### src/lpfm_pkg.sv
`default_nettype none
package lpfm_pkg;

	localparam int PAGE_IDS_DEF = 1024;
	localparam int FRAMES_DEF   = 32;
	localparam logic [16:0] PAGE_SIZE_RST = 17'd4096;
	localparam int QUEUE_DEPTH = 2;

	typedef enum logic [2:0] {
		MODE_ACCESS   = 3'd0,
		MODE_PREALLOC = 3'd1,
		MODE_TOUCH    = 3'd2,
		MODE_ERASE    = 3'd3,
		MODE_WBPAGE   = 3'd4,
		MODE_FLUSH    = 3'd5
	} mode_e;

	typedef struct packed {
		logic [2:0]  mode;
		logic [9:0]  page_id;
		logic [15:0] offset;
		logic [16:0] length;
	} req_t;

	typedef struct packed {
		logic        status;
		logic        hit;
		logic [4:0]  frame;
		logic        fill_from_storage;
		logic        writeback;
		logic [9:0]  writeback_page;
		logic [4:0]  writeback_frame;
		logic [16:0] transfer_length;
		logic        last;
	} rsp_t;

	// classified command handed from front to back
	typedef struct packed {
		mode_e       mode;
		logic [9:0]  page_id;
		logic [16:0] xfer;
	} cmd_t;

	typedef struct packed {
		logic push;
		cmd_t data;
	} front_push_t;

	typedef struct packed {
		logic full;
		logic clearing;
	} back_stat_t;

	typedef enum logic [3:0] {
		ST_CLEAR,
		ST_IDLE,
		ST_LOOK,
		ST_UNLINK,
		ST_APPEND,
		ST_EVICT,
		ST_ALLOC,
		ST_RELEASE,
		ST_SCAN,
		ST_SCHK
	} back_state_t;

endpackage
`default_nettype wire

### src/lpfm_front.sv
`default_nettype none
module lpfm_front (
	input  wire logic                  clk,
	input  wire logic                  arst_n,
	input  wire logic                  start,
	input  wire lpfm_pkg::req_t        req,
	input  wire lpfm_pkg::back_stat_t  stat,
	input  wire logic                  cfg_valid,
	input  wire logic [16:0]           cfg_data,
	output logic                       cfg_ready,
	output logic                       busy,
	output lpfm_pkg::front_push_t      push
);
	import lpfm_pkg::*;

	logic [16:0] page_size_q;
	logic [16:0] room;
	logic [16:0] xfer;
	logic        accept;
	logic        known;

	assign cfg_ready = 1'b1;
	assign busy      = stat.full || stat.clearing;
	assign accept    = start && !busy;

	// modes six and seven give nothing and never reach the back end
	assign known = (req.mode <= 3'(MODE_FLUSH));

	always_comb begin
		room = (page_size_q > {1'b0, req.offset}) ? page_size_q - {1'b0, req.offset} : '0;
		xfer = (req.length < room) ? req.length : room;
	end

	always_comb begin
		push.push         = accept && known;
		push.data.mode    = mode_e'(req.mode);
		push.data.page_id = req.page_id;
		push.data.xfer    = xfer;
	end

	always_ff @(posedge clk or negedge arst_n) begin
		if (!arst_n) begin
			page_size_q <= PAGE_SIZE_RST;
		end else if (cfg_valid && cfg_ready) begin
			page_size_q <= cfg_data;
		end
	end
endmodule
`default_nettype wire

### config.mk
export PLATFORM = sky130hd
export DESIGN_NAME = lpfm_front
export DESIGN_NICKNAME = d
export VERILOG_FILES = /design/src/lpfm_pkg.sv /design/src/lpfm_front.sv
export SDC_FILE = /design/constraint.sdc
export NUM_CORES = 1
export LEC_CHECK = 0
export BUFFER_PORTS_ARGS = -buffer_cell sky130_fd_sc_hd__buf_4
export CAP_MARGIN = 20
export CORE_UTILIZATION = 45
export CTS_CLUSTER_SIZE = 28
export DETAILED_ROUTE_END_ITERATION = 10
export PLACE_DENSITY = 0.78
export SYNTH_ARGS = -nofsm -noshare
export SYNTH_HDL_FRONTEND = slang
export SYNTH_SLANG_ARGS = --single-unit
### constraint.sdc
create_clock -name clk -period 3.9 [get_ports clk]
set_input_delay 0.39 -clock clk [delete_from_list [all_inputs] [get_ports clk]]
set_output_delay 0.39 -clock clk [all_outputs]
set_load 0.005 [all_outputs]
# Word level (Yosys, flattened, before mapping)

Cells that the tools add are included.

Mux-type cells: 2
Reduce and logical (&&, ||, !) cells: 4
$add $sub $neg: 1
Magnitude comparators: 3

Operators with widths:

| kind                                                   | number |
|---|---|
| two-way mux 17 bit                                     | 2 |
| greater-than comparator 17 x 16 -> 1 bit               | 1 |
| < comparator 17 bit                                    | 1 |
| subtractor 17 x 16 -> 17 bit                           | 1 |
| less-or-equal comparator 3 bit (second input constant) | 1 |
| logical AND 1 bit                                      | 2 |
| zero test 1 bit                                        | 1 |
| logical OR 1 bit                                       | 1 |

Flip-flop bits (word level): 17
Word-level logic and storage cells: 11

# Longest topological paths before layout

Word-level depth: 4
Gate-level depth with buffers: 19
Mapped depth without buffers: 16

# Worst setup path before layout

No wires, ideal clock.

Kind: in2out
Start point: input port req[30] (netlist name)
End point: output port push[10] (netlist name)
Buffers on the path: 3
Path slack: -330 ps
Data required time: 3510 ps
Arrival time: 3840 ps
Cell stages on the path: 17
Cells stage by stage: inv_1 ha_1 buf_2 nand4b_1 nor3_2 o31ai_1 and3_1 buf_6 or3_1 ha_1 nand3_1 or3_1 or4_1 nand4_2 nand2b_1 buf_4 mux2i_1

RTL lines:

| what            | RTL line         | RTL |
|---|---|---|
| start, declared | lpfm_front.sv:6  | `input wire lpfm_pkg::req_t req,` |
| end, declared   | lpfm_front.sv:12 | `output lpfm_pkg::front_push_t push` |

==> impl_metrics.csv <==
group,metric,value,unit
route,drt_iter0_drc,156,
cts,clock-root-buffer,"clkbuf_8",
finish,drive_above_1_share,0.516,
cts,clock_path_buffers,2,
global_route,grt_overflow,0,
finish,instances_no_fill,537,
cts,cts_buffers,3,
synthesis,ys_seq_elements,17,
power_and_ir_drop,p_per_area,340,nW/um^2
critical_path,rrSetupSlack,3.00,ns
synthesis,synth.cell_area,2590,sq um
run_status,violations,"negative setup slack",
cts,clk_pin_slew,0.07,ns
critical_path,end_kind,"primary output",
cts,clock-sinks,17,
sta,setup_violations,17,
route,drc_errors,0,
place,port_buffers,78,
route,antenna_left,0,
synthesis,ys_types,60,
route,wl,8370,um
floorplanning,die_height,77.8,um
route,vias,3043,
sta,hold_viol,0,
place,gp_congestion,0.894,
cts,clk_latency,0.25,ns
critical_path,crit_type,"reg -> out",
sta,tns,-10.83,ns
route,viasPerCell,5.67,
hold_path,holdPathStages,3,
run_status,outcome,"complete, but fails checks",
cts,htree_levels,1,
synthesis,synth_edf_count,0,
global_route,antenna_found_initial,0,
synthesis,ys_seq_area_frac,0.165,
synthesis,async_reset_ff_frac,1.00,
finish,antennaDiodeCount,0,
sta,final_max_slew_viol_count,0,
hold_path,worstHoldStart,"cfg_data[0]",
finish,syn_to_final_growth,60.8,%
critical_path,path_max_fanout,5,
finish,n_fill_cell,406,
sta,rsz0062_at_grt,"yes",
critical_path,r2r-start,"page_size_q[16]",
hold_path,hold_end,"page_size_q[0]",
finish,finish.utilization,0.755,
floorplanning,coreArea,5510,sq um
power_and_ir_drop,leakage,2.04,nW
finish,regArea,427,sq um
finish,multi_input_area,2170,sq um
sta,skew,0,ns
global_route,grt_max_degree,20,
finish,largestRegisters,"page_size_q: 17 flops",
floorplanning,io_pins,102,
route,wl_per_cell,15.6,um
synthesis,syn_avg_cell_area,8.11,sq um
sta,clock.fmax,216,MHz
synthesis,synthCells,319,
floorplanning,fp-row-count,27,
floorplanning,fp.dieArea,6050,sq um
critical_path,r2r_cells,2,
synthesis,synth_warnings,0,
place,place_hpwl,6270,um
global_route,grt_pass1_vias,2994,
sta,fin_ws,-0.726,ns
floorplanning,start_util,0.470,
global_route,grt_use_total,0.270,
run,maxCapViolCount,0,
sta,min_period_over_period,1.19,
critical_path,start_kind,"flip-flop",
finish,nNetsFinal,568,
critical_path,timing.rr.end,"page_size_q[16]",
route,drtPass1Iterations,4,
finish,top_register,"page_size_q",
power_and_ir_drop,vdd_drop_max,297,uV
sta,min_period,4.63,ns
critical_path,critPathArrivalTime,4.24,ns
synthesis,ys.flop_type,"dfrtp_1",
place,place_inst,526,
floorplanning,chipWidth,77.8,um
cts,cts_tree,"yes",
critical_path,crit_required,3.51,ns
synthesis,syn-num-nets,421,
global_route,grt_pass1_wl,13200,um
finish,largest_reg_flops,17,
hold_path,worstHoldPathType,"in -> reg",
==> cell usage in the layout (no fill, tap or decap), types with 3 or more instances in the layout <==
cell type and count:
a21o_1 6, a21oi_1 13, a31oi_1 3, a32o_1 4
and3_1 4, buf_4 163, buf_6 4, clkbuf_8 3
dfrtp_1 16, ha_1 24, ha_4 7, inv_1 28
mux2_2 17, mux2i_1 8, nand2_1 19, nand3_1 9
nand4_1 8, nor2_1 16, nor3_1 5, nor3_2 3
o211ai_1 7, o21a_1 3, o21ai_0 11, o31ai_1 3
o31ai_2 3, or3_1 3, or4_1 3, xnor2_1 4
xor2_1 4
==> critical path, cell delays in order (launching register included) <==
cell and delay [ns]:
dfrtp_1 0.38, ha_1 0.33, and3_1 0.23, o21a_4 0.16, or3_1 0.40, o311ai_1 0.34, or3_4 0.21, ha_1 0.16
nand3_1 0.11, or3_4 0.39, or4_4 0.45, nand4_4 0.12, nand2b_4 0.18, buf_6 0.12, mux2i_1 0.25, buf_4 0.17
==> logic make-up after synthesis <==
logic type               synth area share
AND/OR/NAND/NOR                     0.221
AO/OA/AOI/OAI                       0.204
buffers and inverters               0.114
adder cells (fa/ha/maj)             0.163
multiplexers                        0.105
flip-flops                          0.165
XOR/XNOR                           0.0271
other                             0.00145
==> cells in the mapped netlist, types with 7 or more instances <==
cell type   n  share of area
dfrtp_1    16           0.15
buf_4      17          0.049
ha_1       32           0.15
mux2i_1     8          0.031
nand3_1    10          0.019
o211ai_1    7          0.020
mux2_2     17          0.074
nand4_1     8          0.019
o21ai_0    11          0.021
inv_1      31          0.045
a21oi_1    15          0.029
nand2_1    19          0.028
nor2_1     17          0.025
nor3_1      8          0.015
==> routing by layer <==
layer / GRT usage / part of all wire / wire length, um
met1: 0.321 / 0.41 / 3410
met2: 0.480 / 0.50 / 4150
met3: 0.0259 / 0.053 / 446
met4: 0.138 / 0.042 / 353
met5: 0 / 0 / 0
==> stage by stage <==
stage | hold WS (ns) | cell area, sq um | power, mW | worst slack [ns]
2_1_floorplan | 0.0944 | 2710 | 0.727 | -0.210
3_3_place_gp | 0.264 | 3820 | 1.12 | -0.581
3_5_place_dp | 0.269 | 3820 | 1.15 | -0.742
4_1_cts | 0.349 | 4050 | 1.34 | -0.593
5_1_grt | 0.358 | 4160 | 1.51 | -0.846
6_report | 0.348 | 4160 | 1.42 | -0.726
==> final cells by class <==
| cell class | instances | area share |
|---|---|---|
| timing repair buffer | 169 | 0.312 |
| sequential | 17 | 0.103 |
| tap | 72 | 0.0217 |
| inverter | 31 | 0.0298 |
| multi-input combinational | 244 | 0.523 |
| clock buffer | 4 | 0.0108 |
==> what timing repair did <==
| action | in CTS | in global routing |
|---|---|---|
| gates cloned | 0 | 0 |
| pin swaps | 11 | 2 |
| gates resized for setup | 32 | 14 |
| hold buffers | 1 | 0 |
| hold endpoints to repair | 16 | 0 |
| setup buffers | 2 | 4 |
| setup endpoints to repair | 17 | 17 |
==> power breakdown <==
group	leakage (nW)	internal, mW	switching (mW)	total [mW]
logic	1.82	0.590	0.486	1.08
registers	0.199	0.195	0.0113	0.206
clock network	0.0228	0.0726	0.0612	0.134
total	2.04	0.857	0.558	1.42
==> how the worst max path moves through the flow <==
| stage | start | to | slack, ns | cells past startpoint |
|---|---|---|---|---|
| 2_1_floorplan | page_size_q[14] | push[10] | -0.21 | 16 |
| 3_3_place_gp | req[29] | push[15] | -0.58 | 20 |
| 3_5_place_dp | req[17] | push[15] | -0.74 | 17 |
| 4_1_cts | page_size_q[0] | push[6] | -0.59 | 18 |
| 5_1_grt | page_size_q[0] | push[1] | -0.85 | 18 |
| 6_report | page_size_q[2] | push[1] | -0.73 | 15 |
(Power assumes the default switching activity.)
