==> src/lpfm_pkg.sv <==
`default_nettype none
package lpfm_pkg;

	localparam int PAGE_IDS_DEF = 1024;
	localparam int FRAMES_DEF   = 32;
	localparam logic [16:0] PAGE_SIZE_RST = 17'd4096;
	localparam int QUEUE_DEPTH = 2;

	typedef enum logic [2:0] {
		MODE_ACCESS   = 3'd0,
		MODE_PREALLOC = 3'd1,
		MODE_TOUCH    = 3'd2,
		MODE_ERASE    = 3'd3,
		MODE_WBPAGE   = 3'd4,
		MODE_FLUSH    = 3'd5
	} mode_e;

	typedef struct packed {
		logic [2:0]  mode;
		logic [9:0]  page_id;
		logic [15:0] offset;
		logic [16:0] length;
	} req_t;

	typedef struct packed {
		logic        status;
		logic        hit;
		logic [4:0]  frame;
		logic        fill_from_storage;
		logic        writeback;
		logic [9:0]  writeback_page;
		logic [4:0]  writeback_frame;
		logic [16:0] transfer_length;
		logic        last;
	} rsp_t;

	// classified command handed from front to back
	typedef struct packed {
		mode_e       mode;
		logic [9:0]  page_id;
		logic [16:0] xfer;
	} cmd_t;

	typedef struct packed {
		logic push;
		cmd_t data;
	} front_push_t;

	typedef struct packed {
		logic full;
		logic clearing;
	} back_stat_t;

	typedef enum logic [3:0] {
		ST_CLEAR,
		ST_IDLE,
		ST_LOOK,
		ST_UNLINK,
		ST_APPEND,
		ST_EVICT,
		ST_ALLOC,
		ST_RELEASE,
		ST_SCAN,
		ST_SCHK
	} back_state_t;

endpackage
`default_nettype wire

==> src/lpfm_queue.sv <==
`default_nettype none
module lpfm_queue (
	input  wire logic                 clk,
	input  wire logic                 arst_n,
	input  wire lpfm_pkg::front_push_t push,
	input  wire logic                 pop,
	output logic                      full,
	output logic                      valid,
	output lpfm_pkg::cmd_t            data
);
	import lpfm_pkg::*;

	localparam int AW = (QUEUE_DEPTH > 1) ? $clog2(QUEUE_DEPTH) : 1;
	localparam int CW = $clog2(QUEUE_DEPTH + 1);

	cmd_t          ent_q [QUEUE_DEPTH];
	logic [AW-1:0] wptr_q;
	logic [AW-1:0] rptr_q;
	logic [CW-1:0] cnt_q;
	logic          do_push;
	logic          do_pop;

	assign do_push = push.push && !full;
	assign do_pop  = pop && valid;
	assign full    = (cnt_q == CW'(QUEUE_DEPTH));
	assign valid   = (cnt_q != '0);
	assign data    = ent_q[rptr_q];

	always_ff @(posedge clk or negedge arst_n) begin
		if (!arst_n) begin
			wptr_q <= '0;
			rptr_q <= '0;
			cnt_q  <= '0;
		end else begin
			if (do_push) begin
				wptr_q <= (wptr_q == AW'(QUEUE_DEPTH - 1)) ? '0 : wptr_q + 1'b1;
			end
			if (do_pop) begin
				rptr_q <= (rptr_q == AW'(QUEUE_DEPTH - 1)) ? '0 : rptr_q + 1'b1;
			end
			if (do_push && !do_pop) begin
				cnt_q <= cnt_q + 1'b1;
			end else if (do_pop && !do_push) begin
				cnt_q <= cnt_q - 1'b1;
			end
		end
	end

	always_ff @(posedge clk) begin
		if (do_push) begin
			ent_q[wptr_q] <= push.data;
		end
	end
endmodule
`default_nettype wire

==> config.mk <==
export PLATFORM = sky130hd
export DESIGN_NAME = lpfm_queue
export DESIGN_NICKNAME = d
export VERILOG_FILES = /design/src/lpfm_pkg.sv /design/src/lpfm_queue.sv
export SDC_FILE = /design/constraint.sdc
export NUM_CORES = 1
export LEC_CHECK = 0
export ABC_AREA = 1
export CAP_MARGIN = 15
export CORE_MARGIN = 3
export CORE_UTILIZATION = 50
export DETAILED_ROUTE_END_ITERATION = 8
export DONT_BUFFER_PORTS = 1
export HOLD_SLACK_MARGIN = 0.15
export PLACE_DENSITY = 0.72
export SYNTH_ARGS = -nofsm -noshare
export SYNTH_HDL_FRONTEND = slang
export SYNTH_SLANG_ARGS = --single-unit
==> constraint.sdc <==
create_clock -name clk -period 2.68 [get_ports clk]
set_clock_uncertainty 0.05 [all_clocks]
set_input_delay 0.402 -clock clk [delete_from_list [all_inputs] [get_ports clk]]
set_output_delay 0.402 -clock clk [all_outputs]
set_load 0.02 [all_outputs]
; ---- Word level (Yosys, flattened, before mapping)
; Memories as Yosys holds them, arrays and structs flattened.
; Index checks and enable logic that the tools add are counted.
[word_totals]
ramBits = 60
memories = 1
wordCells = 24
register_bits = 4
[mem_list]
columns = name, depth, word_bits, rd, rd_clocked_by_memory_dff, write_ports, line
row1 = ent_q, 2, 30, 1, 0, 1, lpfm_queue.sv:16  ; cmd_t ent_q [QUEUE_DEPTH];
[op_classes]
n_eq_ne = 1
muxes = 6
reduce_logical = 9
add_sub_neg = 4
[op_table]
columns = cell, count
row1 = 1-bit logical AND, 4
row2 = 1-bit two-way mux, 4
row3 = 2-bit two-way mux, 2
row4 = 2-bit nonzero test, 2
row5 = 1-bit zero test, 3
row6 = 1-bit adder (second input constant), 2
row7 = 2-bit by 1-bit adder with 2-bit output (second input constant), 1
row8 = 2-bit == test (second input constant), 1
row9 = 2-bit by 1-bit subtractor with 2-bit output (second input constant), 1

; ---- Logic depth before layout (Yosys ltp)
[logic_depth]
word_depth = 7
depth_mapped = 9

; ---- Worst setup path after synthesis
; OpenSTA, ideal clock, no wires.
[synth_timing]
path_kind = register -> register
from = reg cnt_q[1]
to = mem ent_q[1][0] (netlist name) (enable)
t_arrival_ns = 1.866
setup_time_ns = 0.417
period_less_slack_ns = 2.333
path_stages_with_launch = 4
path_slack_ns = 0.347
path_cell_list = dfrtp_1 inv_1 o21ai_0 nor2_1
[synth_between]
elab_chain_cells = 5
[synth_lines]
columns = item, line
row1 = "start, declared", lpfm_queue.sv:19  ; logic [CW-1:0] cnt_q;
row2 = "start signal, assigned", lpfm_queue.sv:42  ; cnt_q <= cnt_q + 1'b1;
row3 = "start signal, assigned", lpfm_queue.sv:44  ; cnt_q <= cnt_q - 1'b1;
row4 = 2-bit == test, lpfm_queue.sv:25  ; assign full = (cnt_q == CW'(QUEUE_DEPTH));
row5 = 1-bit zero test, lpfm_queue.sv:23  ; assign do_push = push.push && !full;
row6 = 1-bit logical AND, lpfm_queue.sv:23
row7 = 1-bit two-way mux, lpfm_queue.sv:50  ; if (do_push) begin
row8 = 1-bit two-way mux (implied by the code), lpfm_queue.sv:51  ; ent_q[wptr_q] <= push.data;
row9 = "end, declared", lpfm_queue.sv:16
; No other way between the ends.

==> impl_metrics.tcl <==
set metrics [dict create \
    cp.arrival_ns 1.50 \
    r2r_start "cnt_q[1]$_DFFE_PN0P_" \
    hpwl_um 3050 \
    drive_gt1_share_pct 10.2 \
    root_buffer "clkbuf_8" \
    finalSetupViolations 0 \
    crit_buf_inv 3 \
    antenna_found_initial 0 \
    crit_path_cell_trace "buf_4 > inv_2 > buf_4 > nand2_1 > nand2_1" \
    fillers 319 \
    peakVddDrop_mv 0.937 \
    power_frac_comb_pct 33.8 \
    fin_hold_ws_ns 0.175 \
    dpl-instance-area_mm2 0.00250 \
    remaining_drc_errors 0 \
    relSlewSlack_pct 64.1 \
    synth_top_area_share_pct 75.0 \
    leakage_uw 0.00122 \
    synth_area_mm2 0.00240 \
    vias_per_cell 5.17 \
    hold_violations 0 \
    cp_slowest_cell "dfrtp_1" \
    synth_edf_count 60 \
    cts_tree "done" \
    fin_crit_ns 1.95 \
    rsz0062_at_grt "false" \
    ys_warn_count 0 \
    switching_power_uw 1310 \
    n_antenna_cell 0 \
    syn_area_per_cell_um2 12.8 \
    drt-initial-drc-count 128 \
    synth_top_area_cell "edfxtp_1" \
    grt_pass1_wl_um 7260 \
    die_width_um 75.3 \
    synthTopCellsByArea "edfxtp_1, nand2_1, dfrtp_1" \
    critPathMaxStageDelay_ns 0.39 \
    multi_input_area_um2 448 \
    core_mm2 0.00450 \
    start_util_pct 53.3 \
    num_rows 24 \
    cts_buffers 9 \
    pre_cts_slack_ns 0.850 \
    gp_congestion 0.692 \
    grt_remaining_overflow 0 \
    wire_per_inst_um 16.8 \
    drv_cap 0 \
    vias 1484 \
    crit_path_start_kind "flop" \
    max_freq_mhz 512 \
    p_int_uw 2080 \
    worst_pin_slew_ns 0.537 \
    synthCells 188 \
    dr.pass1.iters 4 \
    io_pins 66 \
    dieHeight_um 75.3 \
    async_flop_share_pct 6.25 \
    fin_crit_sh_pct 72.8 \
    synthTopCellsByCount "nand2_1, edfxtp_1, inv_1" \
    status "finished, final reports clean" \
    critical_path.top_delay_family "buffers and inverters" \
    clock_latency_ns 0.33 \
    cp-startpoint "rptr_q$_DFFE_PN0P_" \
    cts_htree_levels 3 \
    path_class "flop to output port" \
    grt_start_max_net_pins 19 \
    drv_slew 0 \
    crit_path_end_kind "output port" \
    p_clk_share_pct 23.7 \
    final_net_count 265 \
    power_density_mw_per_mm2 1130 \
    synthMostInstantiatedCell "nand2_1" \
    required_ns 2.23 \
    hp-start "pop" \
    synth_fp_nets 223 \
    ant_nets 0 \
    port_buffers 0 \
    register_area_mm2 0.00190 \
    wirelength_um 4820 \
    switching_share_pct 38.6 \
    die_area_mm2 0.00567 \
    hold_class "input pin to flop" \
    crit_fanout 18 \
    grt_usage_pct 18.4 \
    grt_pass1_vias 1516 \
    yosys_register_bits 64 \
    fin_tns_setup_ns 0 \
    clk_pin_slew_ns 0.06 \
    syn2layout_area_growth_pct 25.1 \
    design_area_mm2 0.00300 \
    power_uw 3380 \
    seqPwrFrac_pct 42.6 \
    synth_cell_type_count 14 \
    clockBufferDepth 2 \
    clock_sinks 64 \
    yosysSeqAreaShare_pct 79.2 \
    worst_slack_ns 0.728 \
    synth-main-ff-cell "edfxtp_1" \
]
-- layout make-up --
| cell class | instances | share of cell area, % |
|---|---|---|
| flip-flops and latches | 64 | 63.3 |
| multi-input cells | 110 | 14.9 |
| repair buffers | 37 | 12.2 |
| clock buffers | 13 | 4.96 |
| well taps | 52 | 2.17 |
| clock inverters | 3 | 1.42 |
| inverters | 8 | 1.00 |
-- cell families after synthesis --
group,count (synthesis),synth area share [%]
AND/OR/NAND/NOR,107,17.2
flip-flops,64,79.2
buffers and inverters,14,2.50
AO/OA/AOI/OAI,1,0.208
XOR/XNOR,1,0.365
adder cells (fa/ha/maj),1,0.521
-- metrics by stage --
step,cells,util (%)
finish,287,66.7
global route,287,66.7
CTS,287,66.7
detailed placement,240,55.6
global placement,240,55.6
floorplan,188,-
-- path summary, 6_finish.rpt --
check / cells past startpoint / slack, ns / endpoint
setup / recovery: 5 / 0.73 / data[3]
setup reg to reg: 6 / 0.85 / ent_q[0][17]$_DFFE_PP_
hold / removal: 2 / 0.17 / rptr_q$_DFFE_PN0P_
max in group asynchronous: 1 / 2.10 / rptr_q$_DFFE_PN0P_
hold reg to reg: 2 / 0.44 / wptr_q$_DFFE_PN0N_
min in group asynchronous: 1 / 0.30 / wptr_q$_DFFE_PN0N_
-- cells in the final DEF (no fill, tap or decap) --
cell type	count
ha_1	1
clkbuf_8	10
nand2_1	100
buf_4	5
buf_12	1
nand4_1	1
o21ai_0	1
bufinv_16	1
clkinvlp_4	1
clkinv_2	1
dfrtp_1	4
xnor2_1	1
edfxtp_1	60
inv_1	7
nor2_2	2
dlygate4sd3_1	31
nand2_2	1
clkbuf_1	3
nor2_4	1
inv_2	1
nand3_1	2
-- sequential cells by signal, indices dropped and copies added, names as in the netlist --
name    count
cnt_q       2
ent_q      60
rptr_q      1
wptr_q      1
-- what timing repair did --
item                                   4_1_cts  5_1_grt
setup endpoints to repair                    0        0
endpoints found under the hold margin       64        0
hold buffers                                31        0
setup buffers                                0        0
gates resized for setup                      0        0
-- power by group through the flow --
stage	combinational, uW	sequential (uW)	clock, uW
after floorplan	852	1450	0
after global placement	1050	1440	0
after detailed placement	1100	1460	0
after CTS	1150	1440	808
after global routing	1250	1460	864
final	1140	1440	800
-- layer usage --
metal / vias to the layer above / part of all wire [%] / global-route usage, %
met1: 708 / 40 / 20.2
met4: 0 / 3.1 / 11.7
li1: 705 / - / -
met2: 58 / 50 / 30.5
met3: 13 / 7.1 / 6.46
met5: - / 0 / 0
No activity file was read; power rests on OpenSTA's default activity.
